===== src/rtl/slt_pkg.sv =====
// Shared types, constants and helpers for the sorted list table.
package slt_pkg;

	localparam int CAPACITY      = 16;
	localparam int VALUE_WIDTH   = 32;
	localparam int ADDR_W        = (CAPACITY > 1) ? $clog2(CAPACITY) : 1;
	localparam int CNT_W         = $clog2(CAPACITY + 1);
	localparam int COUNT_FIELD_W = 5;

	typedef logic signed [VALUE_WIDTH-1:0] value_t;
	typedef logic [ADDR_W-1:0]             addr_t;
	typedef logic [CNT_W-1:0]              cnt_t;

	typedef enum logic [1:0] {
		FUNC_INSERT = 2'd0,
		FUNC_DELETE = 2'd1,
		FUNC_LOOKUP = 2'd2,
		FUNC_CLEAR  = 2'd3
	} func_t;

	typedef enum logic [1:0] {
		STATUS_OK        = 2'd0,
		STATUS_FULL      = 2'd1,
		STATUS_NOT_FOUND = 2'd2,
		STATUS_EMPTY     = 2'd3
	} status_t;

	typedef struct packed {
		func_t              func;
		logic signed [31:0] value;
	} req_t;

	typedef struct packed {
		logic                     found;
		logic [COUNT_FIELD_W-1:0] entry_count;
		logic                     is_empty_flag;
		status_t                  status;
	} rsp_t;

	// Result of the shared comparator: entry against operand.
	typedef struct packed {
		logic ge;
		logic eq;
	} cmp_res_t;

	// Memory port controls from the sequencer.
	typedef struct packed {
		logic   we;
		addr_t  waddr;
		value_t wdata;
		logic   re;
		addr_t  raddr;
	} ram_ctl_t;

	typedef enum logic [3:0] {
		ST_IDLE,
		ST_DISPATCH,
		ST_INS_RD,
		ST_INS_CMP,
		ST_SRCH_RD,
		ST_SRCH_CMP,
		ST_DEL_RD,
		ST_DEL_WR,
		ST_DONE
	} fsm_state_t;

	function automatic value_t to_value(logic signed [31:0] v);
		return VALUE_WIDTH'(v);
	endfunction

	function automatic logic [COUNT_FIELD_W-1:0] count_field(cnt_t n);
		return COUNT_FIELD_W'(n);
	endfunction

endpackage


===== src/rtl/sorted_list_table.sv =====
// Top level of the sorted list table: sequencer, comparator and entry store.
//
//   channel  direction  handshake              word
//   req      in         req_valid / req_stall  func, value
//   rsp      out        rsp_valid / rsp_stall  found, entry_count, is_empty_flag, status
//
// A request passes through ST_IDLE, ST_DISPATCH and ST_DONE, and each entry
// visited takes a read state and a compare or write state; a final read state
// ends an insert that reaches slot zero, a scan that runs past the last entry
// and a delete's move. Insert shifts the entries at or above the value up from
// the top, delete and lookup scan from the bottom, and delete then moves the
// remaining entries down. The single read port of the entry store sets this.
// Reset clears the count and the control state; entries are never read above it.
// A result waits in the output register while rsp_stall is high; the next
// request is taken once the previous result has been loaded.
module sorted_list_table (
	input  logic           clk,
	input  logic           arst_n,
	input  logic           req_valid,
	output logic           req_stall,
	input  slt_pkg::req_t  req,
	output logic           rsp_valid,
	input  logic           rsp_stall,
	output slt_pkg::rsp_t  rsp
);
	slt_pkg::ram_ctl_t ram_ctl;
	slt_pkg::value_t   ram_rdata;
	slt_pkg::value_t   cmp_entry;
	slt_pkg::value_t   cmp_operand;
	slt_pkg::cmp_res_t cmp_res;

	slt_ctrl u_ctrl (
		.clk         (clk),
		.arst_n      (arst_n),
		.req_valid   (req_valid),
		.req_stall   (req_stall),
		.req         (req),
		.rsp_valid   (rsp_valid),
		.rsp_stall   (rsp_stall),
		.rsp         (rsp),
		.ram_ctl     (ram_ctl),
		.ram_rdata   (ram_rdata),
		.cmp_entry   (cmp_entry),
		.cmp_operand (cmp_operand),
		.cmp_res     (cmp_res)
	);

	slt_cmp u_cmp (
		.entry   (cmp_entry),
		.operand (cmp_operand),
		.res     (cmp_res)
	);

	slt_ram u_ram (
		.clk   (clk),
		.ctl   (ram_ctl),
		.rdata (ram_rdata)
	);
endmodule


===== src/rtl/slt_ram.sv =====
// Entry store: one write port, one registered read port.
module slt_ram (
	input  logic              clk,
	input  slt_pkg::ram_ctl_t ctl,
	output slt_pkg::value_t   rdata
);
	slt_pkg::value_t mem [slt_pkg::CAPACITY];

	always_ff @(posedge clk) begin
		if (ctl.we) begin
			mem[ctl.waddr] <= ctl.wdata;
		end
		if (ctl.re) begin
			rdata <= mem[ctl.raddr];
		end
	end
endmodule


===== src/rtl/slt_cmp.sv =====
// Shared signed comparator used by every scan step.
module slt_cmp (
	input  slt_pkg::value_t   entry,
	input  slt_pkg::value_t   operand,
	output slt_pkg::cmp_res_t res
);
	assign res.ge = (entry >= operand);
	assign res.eq = (entry == operand);
endmodule


===== src/rtl/slt_ctrl.sv =====
// Sequencer that walks the table one entry per step for each request.
module slt_ctrl (
	input  logic              clk,
	input  logic              arst_n,
	input  logic              req_valid,
	output logic              req_stall,
	input  slt_pkg::req_t     req,
	output logic              rsp_valid,
	input  logic              rsp_stall,
	output slt_pkg::rsp_t     rsp,
	output slt_pkg::ram_ctl_t ram_ctl,
	input  slt_pkg::value_t   ram_rdata,
	output slt_pkg::value_t   cmp_entry,
	output slt_pkg::value_t   cmp_operand,
	input  slt_pkg::cmp_res_t cmp_res
);
	slt_pkg::fsm_state_t state_q, state_d;
	slt_pkg::func_t      func_q;
	slt_pkg::value_t     v_q;
	slt_pkg::cnt_t       n_q;
	slt_pkg::cnt_t       idx_q;
	slt_pkg::status_t    status_q;
	logic                found_q;
	slt_pkg::rsp_t       rsp_q;
	logic                rsp_valid_q;

	slt_pkg::cnt_t idx_dec;
	slt_pkg::cnt_t idx_inc;
	logic          accept;
	logic          out_free;

	assign idx_dec  = idx_q - 1'b1;
	assign idx_inc  = idx_q + 1'b1;
	assign accept   = req_valid && !req_stall;
	assign out_free = !rsp_valid_q || !rsp_stall;

	assign cmp_entry   = ram_rdata;
	assign cmp_operand = v_q;
	assign rsp_valid   = rsp_valid_q;
	assign rsp         = rsp_q;

	always_comb begin
		state_d = state_q;
		case (state_q)
			slt_pkg::ST_IDLE: begin
				if (accept) state_d = slt_pkg::ST_DISPATCH;
			end
			slt_pkg::ST_DISPATCH: begin
				case (func_q)
					slt_pkg::FUNC_INSERT: begin
						state_d = (n_q >= slt_pkg::CNT_W'(slt_pkg::CAPACITY)) ?
							slt_pkg::ST_DONE : slt_pkg::ST_INS_RD;
					end
					slt_pkg::FUNC_DELETE, slt_pkg::FUNC_LOOKUP: begin
						state_d = (n_q == '0) ? slt_pkg::ST_DONE : slt_pkg::ST_SRCH_RD;
					end
					default: state_d = slt_pkg::ST_DONE;
				endcase
			end
			slt_pkg::ST_INS_RD: begin
				state_d = (idx_q == '0) ? slt_pkg::ST_DONE : slt_pkg::ST_INS_CMP;
			end
			slt_pkg::ST_INS_CMP: begin
				state_d = cmp_res.ge ? slt_pkg::ST_INS_RD : slt_pkg::ST_DONE;
			end
			slt_pkg::ST_SRCH_RD: begin
				state_d = (idx_q == n_q) ? slt_pkg::ST_DONE : slt_pkg::ST_SRCH_CMP;
			end
			slt_pkg::ST_SRCH_CMP: begin
				if (cmp_res.eq) begin
					state_d = (func_q == slt_pkg::FUNC_DELETE) ?
						slt_pkg::ST_DEL_RD : slt_pkg::ST_DONE;
				end else begin
					state_d = slt_pkg::ST_SRCH_RD;
				end
			end
			slt_pkg::ST_DEL_RD: begin
				state_d = (idx_inc >= n_q) ? slt_pkg::ST_DONE : slt_pkg::ST_DEL_WR;
			end
			slt_pkg::ST_DEL_WR: state_d = slt_pkg::ST_DEL_RD;
			slt_pkg::ST_DONE: begin
				if (out_free) state_d = slt_pkg::ST_IDLE;
			end
			default: state_d = slt_pkg::ST_IDLE;
		endcase
	end

	always_comb begin
		req_stall     = (state_q != slt_pkg::ST_IDLE);
		ram_ctl.we    = 1'b0;
		ram_ctl.waddr = idx_q[slt_pkg::ADDR_W-1:0];
		ram_ctl.wdata = v_q;
		ram_ctl.re    = 1'b0;
		ram_ctl.raddr = idx_q[slt_pkg::ADDR_W-1:0];
		case (state_q)
			slt_pkg::ST_INS_RD: begin
				// At the bottom of the table the new value lands at slot zero.
				if (idx_q == '0) begin
					ram_ctl.we = 1'b1;
				end else begin
					ram_ctl.re    = 1'b1;
					ram_ctl.raddr = idx_dec[slt_pkg::ADDR_W-1:0];
				end
			end
			slt_pkg::ST_INS_CMP: begin
				ram_ctl.we    = 1'b1;
				ram_ctl.wdata = cmp_res.ge ? ram_rdata : v_q;
			end
			slt_pkg::ST_SRCH_RD: begin
				ram_ctl.re = (idx_q != n_q);
			end
			slt_pkg::ST_DEL_RD: begin
				ram_ctl.re    = (idx_inc < n_q);
				ram_ctl.raddr = idx_inc[slt_pkg::ADDR_W-1:0];
			end
			slt_pkg::ST_DEL_WR: begin
				ram_ctl.we    = 1'b1;
				ram_ctl.wdata = ram_rdata;
			end
			default: begin
			end
		endcase
	end

	always_ff @(posedge clk or negedge arst_n) begin
		if (!arst_n) begin
			state_q     <= slt_pkg::ST_IDLE;
			n_q         <= '0;
			idx_q       <= '0;
			rsp_valid_q <= 1'b0;
		end else begin
			state_q <= state_d;
			if (state_q == slt_pkg::ST_DONE && out_free) begin
				rsp_valid_q <= 1'b1;
			end else if (!rsp_stall) begin
				rsp_valid_q <= 1'b0;
			end
			case (state_q)
				slt_pkg::ST_DISPATCH: begin
					case (func_q)
						slt_pkg::FUNC_INSERT: idx_q <= n_q;
						slt_pkg::FUNC_CLEAR:  n_q   <= '0;
						default:              idx_q <= '0;
					endcase
				end
				slt_pkg::ST_INS_RD: begin
					if (idx_q == '0) n_q <= n_q + 1'b1;
				end
				slt_pkg::ST_INS_CMP: begin
					if (cmp_res.ge) begin
						idx_q <= idx_dec;
					end else begin
						n_q <= n_q + 1'b1;
					end
				end
				slt_pkg::ST_SRCH_CMP: begin
					if (!cmp_res.eq) idx_q <= idx_inc;
				end
				slt_pkg::ST_DEL_RD: begin
					if (idx_inc >= n_q) n_q <= n_q - 1'b1;
				end
				slt_pkg::ST_DEL_WR: idx_q <= idx_inc;
				default: begin
				end
			endcase
		end
	end

	always_ff @(posedge clk) begin
		if (accept) begin
			func_q   <= req.func;
			v_q      <= slt_pkg::to_value(req.value);
			found_q  <= 1'b0;
			status_q <= slt_pkg::STATUS_OK;
		end
		case (state_q)
			slt_pkg::ST_DISPATCH: begin
				if (func_q == slt_pkg::FUNC_INSERT &&
						n_q >= slt_pkg::CNT_W'(slt_pkg::CAPACITY)) begin
					status_q <= slt_pkg::STATUS_FULL;
				end
				if ((func_q == slt_pkg::FUNC_DELETE || func_q == slt_pkg::FUNC_LOOKUP) &&
						n_q == '0) begin
					status_q <= slt_pkg::STATUS_EMPTY;
				end
			end
			slt_pkg::ST_SRCH_RD: begin
				if (idx_q == n_q) status_q <= slt_pkg::STATUS_NOT_FOUND;
			end
			slt_pkg::ST_SRCH_CMP: begin
				if (cmp_res.eq) found_q <= 1'b1;
			end
			slt_pkg::ST_DONE: begin
				if (out_free) begin
					rsp_q.found         <= found_q;
					rsp_q.entry_count   <= slt_pkg::count_field(n_q);
					rsp_q.is_empty_flag <= (n_q == '0);
					rsp_q.status        <= status_q;
				end
			end
			default: begin
			end
		endcase
	end
endmodule


===== config.mk =====
export PLATFORM = sky130hd
export DESIGN_NAME = sorted_list_table
export DESIGN_NICKNAME = d
export VERILOG_FILES = /design/src/rtl/slt_pkg.sv /design/src/rtl/sorted_list_table.sv /design/src/rtl/slt_ram.sv /design/src/rtl/slt_cmp.sv /design/src/rtl/slt_ctrl.sv
export SDC_FILE = /design/constraint.sdc
export NUM_CORES = 1
export LEC_CHECK = 0
export BUFFER_PORTS_ARGS = -buffer_cell sky130_fd_sc_hd__buf_2
export CAP_MARGIN = 20
export CORE_UTILIZATION = 32
export CTS_CLUSTER_DIAMETER = 50
export CTS_CLUSTER_SIZE = 16
export DETAILED_ROUTE_END_ITERATION = 16
export PLACE_DENSITY = 0.53
export SLEW_MARGIN = 40
export SYNTH_ARGS = -nofsm -noshare
export SYNTH_HDL_FRONTEND = slang
export SYNTH_SLANG_ARGS = --single-unit

===== constraint.sdc =====
create_clock -name clk -period 5.3 [get_ports clk]
set_clock_uncertainty 0.2 [all_clocks]
set_input_delay 0.265 -clock clk [delete_from_list [all_inputs] [get_ports clk]]
set_output_delay 0.265 -clock clk [all_outputs]
set_load 0.02 [all_outputs]

==> results_dict.tcl, run 1 <==
set metrics [dict create \
    critPathMaxFanout 17 \
    outcome "finished, final reports clean" \
    ys_ff_latch 605 \
    fin_nets 1469 \
    r2r-end "u_ram.mem[3][12]" \
    critPathCaptureType "flip-flop" \
    grt-ovfl-total 0 \
    slew_headroom_pct 39.5 \
    start_util_pct 32.5 \
    synthesis.nets 1329 \
    dr.pass1.iters 5 \
    cts_root_buffer "clkbuf_16" \
    drt-total-wl_um 58700 \
    combPwrFrac_pct 24.2 \
    synth_flop_cell "edfxtp_1" \
    cts-hold-fix-buffers 38 \
    postCtsResizedCells 0 \
    fill_cells 6959 \
    p_leak_uw 0.00973 \
    dieWidth_um 280 \
    syn_to_final_growth_pct 18.5 \
    ys_types 61 \
    seqCellArea_um2 18100 \
    grt_pass1_wl_um 86500 \
    async_flop_share_pct 2.48 \
    fmax_mhz 239 \
    powerDensity_nw_per_um2 496 \
    setup_viol_count_final 0 \
    p_sw_share_pct 29.8 \
    drt_iter0_drc 1023 \
    postSynthCellCount 1243 \
    cts_setup_buffers 0 \
    synth_enable_flop_cells 587 \
    period_share_pct 79.1 \
    switchingPower_uw 4340 \
    pwr-share-clk_pct 33.8 \
    via_per_inst 4.98 \
    netlist_area_um2 24800 \
    ios 49 \
    maxCapViolCount 0 \
    grt_antenna_before_repair 0 \
    p_int_uw 10200 \
    cts_tree "built" \
    routedWlPerCell_um 23.8 \
    core.rowCount 101 \
    hp-class "in -> async" \
    die_h_um 280 \
    seq_area_frac_synth_pct 72.9 \
    drc_errors 0 \
    multi_input_area_um2 6380 \
    rsz0062_at_grt "false" \
    ant_nets 0 \
    hpwl_um 32400 \
    yosysWarnings 0 \
    grt_pass1_vias 12900 \
    grt.total_usage_pct 15.3 \
    core-area_um2 76300 \
    synth_area_leaders "edfxtp_1 71%, mux4_2 12%, mux2i_1 4.0%" \
    final_util_pct 38.5 \
    rrSetupSlack_ns 1.11 \
    gp_congestion 0.804 \
    grt_max_degree 81 \
    cts_max_level 3 \
    portBuffers 48 \
    cts_num_sinks 605 \
    finalHoldViolCount 0 \
    fin_setup_tns_ns 0 \
    peakVddDrop_mv 0.288 \
    cts_buffers 68 \
    diodes 0 \
    cp.required_ns 5.37 \
    worst_setup_path_start_kind "flip-flop" \
    arrival_ns 4.26 \
    vias 12300 \
    worst_pin_slew_ns 0.895 \
    seqPwrFrac_pct 42.0 \
    path_class "reg -> reg" \
    syn_area_per_cell_um2 19.9 \
    synth.top_cell.area_share_pct 71.1 \
    ff2ff_path_depth 9 \
    total_power_uw 14600 \
    min_period_ns 4.19 \
    clk_pin_slew_worst_paths_ns 0.06 \
    yosys.area.top_type "edfxtp_1" \
    die_area_um2 78600 \
    clock_latency_ns 0.61 \
    cts_max_path_buffers 3 \
    r2r-start "u_ram.rdata[23]" \
    drive_gt1_share_pct 25.6 \
    final-max-slew-violation-count 0 \
]
[routing by layer]
metal  global-route usage, %  up-vias  share of wire (%)
li1                        -     5398                  -
met1                    20.7     6496                 44
met2                    25.5      328                 50
met3                    2.60       74                4.6
met4                    3.59        0                1.7
met5                       0        -                  0
[power groups by stage]
| stage | Clock, uW | Combinational, uW | Sequential [uW] |
|---|---|---|---|
| 2_1_floorplan | 0 | 2650 | 6120 |
| 3_3_place_gp | 0 | 3520 | 6210 |
| 3_5_place_dp | 0 | 3550 | 6210 |
| 4_1_cts | 5030 | 3590 | 6110 |
| 5_1_grt | 5210 | 3860 | 6140 |
| 6_report | 4920 | 3530 | 6120 |
[cell families after synthesis]
family | after synthesis | synth area share, %
AOI/OAI and AO/OA | 92 | 2.48
xor gates and xnor gates | 11 | 0.389
adders and majority gates | 48 | 2.45
buffers and inverters | 101 | 2.03
DFF | 605 | 72.9
muxes | 261 | 17.2
and+or+nand+nor | 125 | 2.58
[stage by stage]
stage,std cells,cell area (um2),hold slack [ns],setup slack (ns)
3_5_place_dp,2304,26600,0.0187,1.05
3_3_place_gp,2303,26500,0.0131,1.18
5_1_grt,2467,29400,0.0360,0.876
4_1_cts,2466,29300,0.147,1.07
2_1_floorplan,1243,24800,-0.231,0.668
6_report,2467,29400,0.0171,1.11
[cells in the final DEF, fill, tap and decap left out, types with 5 or more instances in the layout]
cell type and instances:
o211ai_1 7, nor2_1 20, edfxtp_1 587, a31oi_1 6, dlygate4sd3_1 37, clkinv_8 5
inv_6 9, buf_12 10, inv_8 6, inv_1 46, a21oi_1 23, bufinv_16 5
nor4_1 8, nor2_4 12, mux2i_1 100, nor3_1 6, xnor2_1 6, clkinv_4 9
nand4_1 11, nor2b_1 5, mux4_2 128, o21ai_0 13, a21o_1 10, mux2_1 29
nand2_1 28, buf_2 49, buf_4 26, clkbuf_16 73, ha_1 47, nand3_1 12
clkinvlp_4 8, dfrtp_1 15
[sequential cells by signal, indices dropped and copies added (netlist names)]
signal,flops
u_ctrl.state_q,4
u_ctrl.status_q,2
u_ctrl.func_q,2
u_ctrl.idx_q,5
u_ram.mem,512
u_ctrl.cmp_operand,32
u_ctrl.rsp_valid,1
u_ram.rdata,32
u_ctrl.n_q,5
u_ctrl.found_q,1
u_ctrl.rsp,9
[synthesized netlist by cell type, types with 2 or more instances]
master       n
a22oi_1      2
o31a_1       2
nand3_1     12
nand2_1     28
mux2_1      29
a21oi_1     24
buf_1        2
dfxtp_1      3
a21boi_0     2
o21ai_0     14
a31oi_1      6
dfrtp_1     15
mux4_2     128
mux2i_1    100
inv_1       47
nor2b_1      5
nand3b_1     4
or3_1        4
clkbuf_1    23
nor3_1       9
nand4_1     11
a221o_1      2
nor4_1       8
edfxtp_1   587
o31ai_1      2
ha_1        47
a21o_1      10
buf_6       14
nor2_1      32
o211ai_1     7
o22ai_1      3
a32o_1       2
a22o_1       2
buf_2       15
mux2_2       4
o2bb2ai_1    2
xnor2_1      7
xor2_1       4
nand2b_1     3
[area by class of cell]
| cell class | instances | share of cell area [%] |
|---|---|---|
| sequential | 605 | 61.5 |
| multi-input combinational | 537 | 21.7 |
| clock buffer | 74 | 6.16 |
| tap | 1030 | 4.39 |
| timing repair buffer | 124 | 3.62 |
| clock inverter | 50 | 1.98 |
| inverter | 47 | 0.609 |
[critical path, stage by stage, from the launching register on]
cell and delay [ns]:
edfxtp_1 0.39, ha_1 0.36, a21oi_1 0.17, o21ai_0 0.23, a221o_1 0.43, o21ai_0 0.24, nand4_1 0.29, o21bai_4 0.69
buf_12 0.27, mux2_1 0.56
[worst max path at each step]
stage / to / start / slack (ns) / depth (start not counted)
2_1_floorplan: u_ram.rdata[0] / u_ctrl.idx_q[0] / 0.67 / 9
6_report: u_ram.mem[3][12] / u_ram.rdata[23] / 1.11 / 9
5_1_grt: u_ram.mem[2][13] / u_ram.rdata[5] / 0.88 / 9
3_5_place_dp: u_ram.mem[10][13] / u_ram.rdata[7] / 1.05 / 9
4_1_cts: u_ram.mem[3][13] / u_ram.rdata[7] / 1.07 / 9
3_3_place_gp: u_ram.mem[0][12] / u_ram.rdata[5] / 1.18 / 9
Power figures use the tool's default switching activity.
==> inputs of run 2 (changes only) <==
Clock period 5.3 ns to 3.94 ns, I/O delays scaled along.
==> results_dict.tcl, run 2 (synthesized netlist as in run 1, its figures left out) <==
set metrics [dict create \
    preCtsSetupSlack_ns 0.289 \
    cp-startpoint "u_ram.rdata[23]" \
    critPathMaxFanout 17 \
    drive_gt1_share_pct 25.3 \
    min-delay-start "req[26]" \
    fin_setup_tns_ns 0 \
    core-area_um2 76300 \
    start_util_pct 32.5 \
    dr.pass1.iters 6 \
    crit_top_cell "o21ai_0" \
    cp.depth 9 \
    arrival_ns 3.78 \
    die_area_um2 78600 \
    max_stage_delay_ns 0.56 \
    r2r-start "u_ram.rdata[23]" \
    fin_nets 1485 \
    slew_headroom_pct 57.1 \
    seqPwrFrac_pct 43.7 \
    vias 12200 \
    critPathCaptureType "flip-flop" \
    hpwl_um 33400 \
    largest_reg_flops 512 \
    grt_pass1_vias 12700 \
    fmax_mhz 270 \
    clock_latency_ns 0.62 \
    combPwrFrac_pct 27.0 \
    final-max-slew-violation-count 0 \
    diodes 0 \
    period_share_pct 94.0 \
    core.rowCount 101 \
    dieWidth_um 280 \
    cts_num_sinks 605 \
    cp_slowest_cell "mux2_1" \
    r2r-end "u_ram.mem[8][23]" \
    routedWlPerCell_um 23.9 \
    cts_setup_buffers 0 \
    cts_max_path_buffers 3 \
    final_common_cell "edfxtp_1" \
    grt_antenna_before_repair 4 \
    syn_to_final_growth_pct 17.8 \
    worst_pin_slew_ns 0.642 \
    die_h_um 280 \
    multi_input_area_um2 6410 \
    powerDensity_nw_per_um2 639 \
    maxCapViolCount 0 \
    stdcell_count 2467 \
    hp-class "in -> reg" \
    min_period_ns 3.70 \
    grt_max_degree 48 \
    cts_root_buffer "clkbuf_16" \
    seqCellArea_um2 18100 \
    worstPathCellList "ha_1 -> a21oi_1 -> o21ai_0 -> a221o_1 -> o21ai_0 -> nand4_1 -> o21bai_4 -> buf_12 -> mux2_1" \
    drt-total-wl_um 58900 \
    cp_num_buf_inv 1 \
    ios 49 \
    worst_setup_path_start_kind "flip-flop" \
    path_class "reg -> reg" \
    dp_cells 2332 \
    switchingPower_uw 5530 \
    p_sw_share_pct 29.6 \
    endpoint "u_ram.mem[8][23]" \
    peakVddDrop_mv 0.390 \
    p_int_uw 13100 \
    cp_top_family "compound AO/OA/AOI/OAI gates" \
    grt.total_usage_pct 15.2 \
    cts_tree "built" \
    rrSetupSlack_ns 0.24 \
    p_leak_uw 0.00965 \
    setup_viol_count_final 0 \
    portBuffers 48 \
    cts_max_level 2 \
    worst_slack_ns 0.238 \
    grt_pass1_wl_um 86400 \
    via_per_inst 4.94 \
    finalHoldViolCount 0 \
    drc_errors 0 \
    cts_buffers 56 \
    fill_cells 6952 \
    top_register "u_ram.mem" \
    outcome "finished, final reports clean" \
    total_power_uw 18700 \
    rsz0062_at_grt "false" \
    clk_pin_slew_worst_paths_ns 0.07 \
    ff2ff_path_depth 9 \
    ant_nets 0 \
    cp.required_ns 4.02 \
    holdWs_ns 0.0889 \
    final_cell_mix "587 x edfxtp_1, 128 x mux4_2, 100 x mux2i_1" \
    gp_congestion 0.775 \
    drt_iter0_drc 963 \
    pwr-share-clk_pct 29.3 \
    grt-ovfl-total 0 \
]
run 2: worst register-to-register path, cell delays in order (launching register included):
cell and delay (ns):
edfxtp_1 0.40, ha_1 0.35, a21oi_1 0.15, o21ai_0 0.19, a221o_1 0.41, o21ai_0 0.32, nand4_1 0.29, o21bai_4 0.27
buf_12 0.22, mux2_1 0.57
run 2: cell type report:
| class | instances | share of cell area (%) |
|---|---|---|
| timing repair buffer | 152 | 4.84 |
| sequential | 605 | 61.9 |
| multi-input combinational | 537 | 21.9 |
| inverter | 47 | 0.604 |
| clock inverter | 35 | 1.44 |
| tap | 1030 | 4.42 |
| clock buffer | 61 | 4.87 |
run 2: how the worst min path moves through the flow:
| stage | slack [ns] | end | depth (start not counted) |
|---|---|---|---|
| CTS | 0.05 | u_ctrl.cmp_operand[26] | 2 |
| global route | 0.08 | u_ctrl.cmp_operand[22] | 2 |
| global placement | -0.05 | u_ctrl.n_q[1] | 1 |
| detailed placement | -0.04 | u_ctrl.n_q[1] | 1 |
| finish | 0.09 | u_ctrl.cmp_operand[26] | 2 |
| floorplan | -0.30 | u_ctrl.idx_q[0] | 0 |
run 2: power groups by stage:
stage	registers, uW	clock network [uW]	logic (uW)
floorplan	8220	0	3570
global placement	8290	0	5030
detailed placement	8290	0	5070
CTS	8160	5610	5120
global route	8190	5840	5500
finish	8150	5470	5040
run 2: through the flow:
step | area, um2 | util (%)
finish | 29200 | 38.2
global route | 29200 | 38.2
CTS | 29200 | 38.2
detailed placement | 27000 | 35.3
global placement | 27000 | 35.3
floorplan | 24800 | -
run 2: what timing repair did:
| action | 4_1_cts | 5_1_grt |
|---|---|---|
| endpoints found under the hold margin | 69 | 15 |
| hold buffers | 38 | 1 |
| resized for setup | 0 | 0 |
run 2: layer usage:
layer | wire length (um) | vias to the layer above | part of all wire (%) | track usage, %
met4 | 1210 | 0 | 2.1 | 4.02
li1 | - | 5398 | - | -
met5 | 0 | - | 0 | 0
met2 | 28700 | 293 | 49 | 25.1
met1 | 26200 | 6427 | 45 | 21.0
met3 | 2780 | 77 | 4.7 | 2.19
==> inputs of run 3 (changes only) <==
Settings changed: RECOVER_POWER from default to 25.
==> results_dict.tcl, run 3 (synthesized netlist as in run 1, its figures left out) <==
set metrics [dict create \
    outcome "complete, but fails checks" \
    failed_checks "max-capacitance violations, max-slew violations" \
    peakVddDrop_mv 0.405 \
    syn_to_final_growth_pct 17.1 \
    cts_max_level 2 \
    vias 12200 \
    slew_headroom_pct -21.7 \
    path_class "reg -> reg" \
    cts_num_sinks 605 \
    clock_latency_ns 0.62 \
    min_period_ns 3.76 \
    dr.pass1.iters 5 \
    max_stage_delay_ns 0.56 \
    critPathCaptureType "flip-flop" \
    maxCapViolCount 2 \
    via_per_inst 4.96 \
    seqCellArea_um2 18100 \
    largest_reg_flops 512 \
    worst_pin_slew_ns 1.82 \
    routedWlPerCell_um 23.9 \
    grt.total_usage_pct 15.2 \
    period_share_pct 95.4 \
    core-area_um2 76300 \
    finalHoldViolCount 0 \
    cp.required_ns 4.02 \
    fmax_mhz 266 \
    core.rowCount 101 \
    clk_pin_slew_worst_paths_ns 0.07 \
    grt_pass1_wl_um 86400 \
    die_area_um2 78600 \
    die_h_um 280 \
    cts_setup_buffers 0 \
    grt_antenna_before_repair 4 \
    drt_iter0_drc 972 \
    top_register "u_ram.mem" \
    cts_root_buffer "clkbuf_16" \
    grt-ovfl-total 0 \
    powerDensity_nw_per_um2 642 \
    final-max-slew-violation-count 22 \
    ant_nets 0 \
    cts_max_path_buffers 3 \
    drt-total-wl_um 59000 \
    cts_tree "built" \
    worstPathCellList "ha_1 -> a21oi_1 -> o21ai_0 -> a221o_1 -> o21ai_0 -> nand4_1 -> o21bai_4 -> buf_12 -> mux2_1" \
    p_leak_uw 0.00953 \
    fill_cells 7003 \
    cp_slowest_cell "mux2_1" \
    crit_top_cell "o21ai_0" \
    hpwl_um 33400 \
    preCtsSetupSlack_ns 0.289 \
    cts_buffers 56 \
    ios 49 \
    postCtsResizedCells 0 \
    fin_nets 1485 \
    arrival_ns 3.84 \
    final_common_cell "edfxtp_1" \
    dieWidth_um 280 \
    worst_slack_ns 0.182 \
    gp_congestion 0.775 \
    multi_input_area_um2 6340 \
    start_util_pct 32.5 \
    worst_setup_path_start_kind "flip-flop" \
    final_cell_mix "587 x edfxtp_1, 128 x mux4_2, 100 x mux2i_1" \
    drc_errors 0 \
    grt_max_degree 48 \
    drive_gt1_share_pct 21.9 \
    rsz0062_at_grt "false" \
    critPathMaxFanout 17 \
    grt_pass1_vias 12700 \
    cp_num_buf_inv 1 \
    fin_setup_tns_ns 0 \
    cp_top_family "compound AO/OA/AOI/OAI gates" \
    hp-class "in -> reg" \
    setup_viol_count_final 0 \
    portBuffers 48 \
    diodes 0 \
]
[run 3: per-stage QoR]
step,area [um2],cells,utilization [%],hold slack (ns),power [uW]
3_3_place_gp,27000,2332,35.3,-0.0460,13300
5_1_grt,29000,2467,38.0,0.0804,19500
6_report,29000,2467,38.0,0.0900,18600
3_5_place_dp,27000,2332,35.3,-0.0407,13400
4_1_cts,29200,2466,38.2,0.0524,18900
2_1_floorplan,24800,1243,-,-0.299,11800
[run 3: metal layers]
metal	routed length, um	up-vias	global-route usage (%)
met5	0	-	0
met4	1220	0	4.02
met3	2960	79	2.19
met2	28700	334	25.1
met1	26000	6412	21.0
li1	-	5405	-
[run 3: layout make-up]
type                            instances  area share, %
Timing Repair Buffer                  152           4.47
Multi-Input combinational cell        537           21.9
Inverter                               47          0.608
Clock inverter                         35           1.45
Clock buffer                           61           4.90
Sequential cell                       605           62.3
Tap cell                             1030           4.44
[run 3: worst paths after layout]
path                                       from                endpoint  slack, ns  cells past startpoint
min in group asynchronous                arst_n           u_ctrl.n_q[2]       0.77                      4
worst max-delay path            u_ram.rdata[23]        u_ram.mem[8][23]       0.18                      9
worst min register to register   u_ctrl.found_q           u_ctrl.rsp[8]       0.24                      0
worst min-delay path                    req[26]  u_ctrl.cmp_operand[26]       0.09                      2
max in group asynchronous                arst_n       u_ctrl.state_q[2]       2.16                      4
worst max register to register  u_ram.rdata[23]        u_ram.mem[8][23]       0.18                      9
[run 3: worst register-to-register path: stages, from the launching register on]
cell and delay (ns):
edfxtp_1 0.39, ha_1 0.35, a21oi_1 0.15, o21ai_0 0.18
a221o_1 0.41, o21ai_0 0.36, nand4_1 0.31, o21bai_4 0.27
buf_12 0.22, mux2_1 0.58
[run 3: power breakdown]
group / leakage, uW / internal [uW] / switching, uW
Sequential: 0.00552 / 7940 / 216
Combinational: 0.00311 / 2170 / 2820
Clock: 0.000896 / 3000 / 2470
Total: 0.00953 / 13100 / 5510
[run 3: repair_timing]
item,4_1_cts,5_1_grt
hold endpoints to repair,69,15
setup endpoints to repair,0,0
hold buffers,38,1
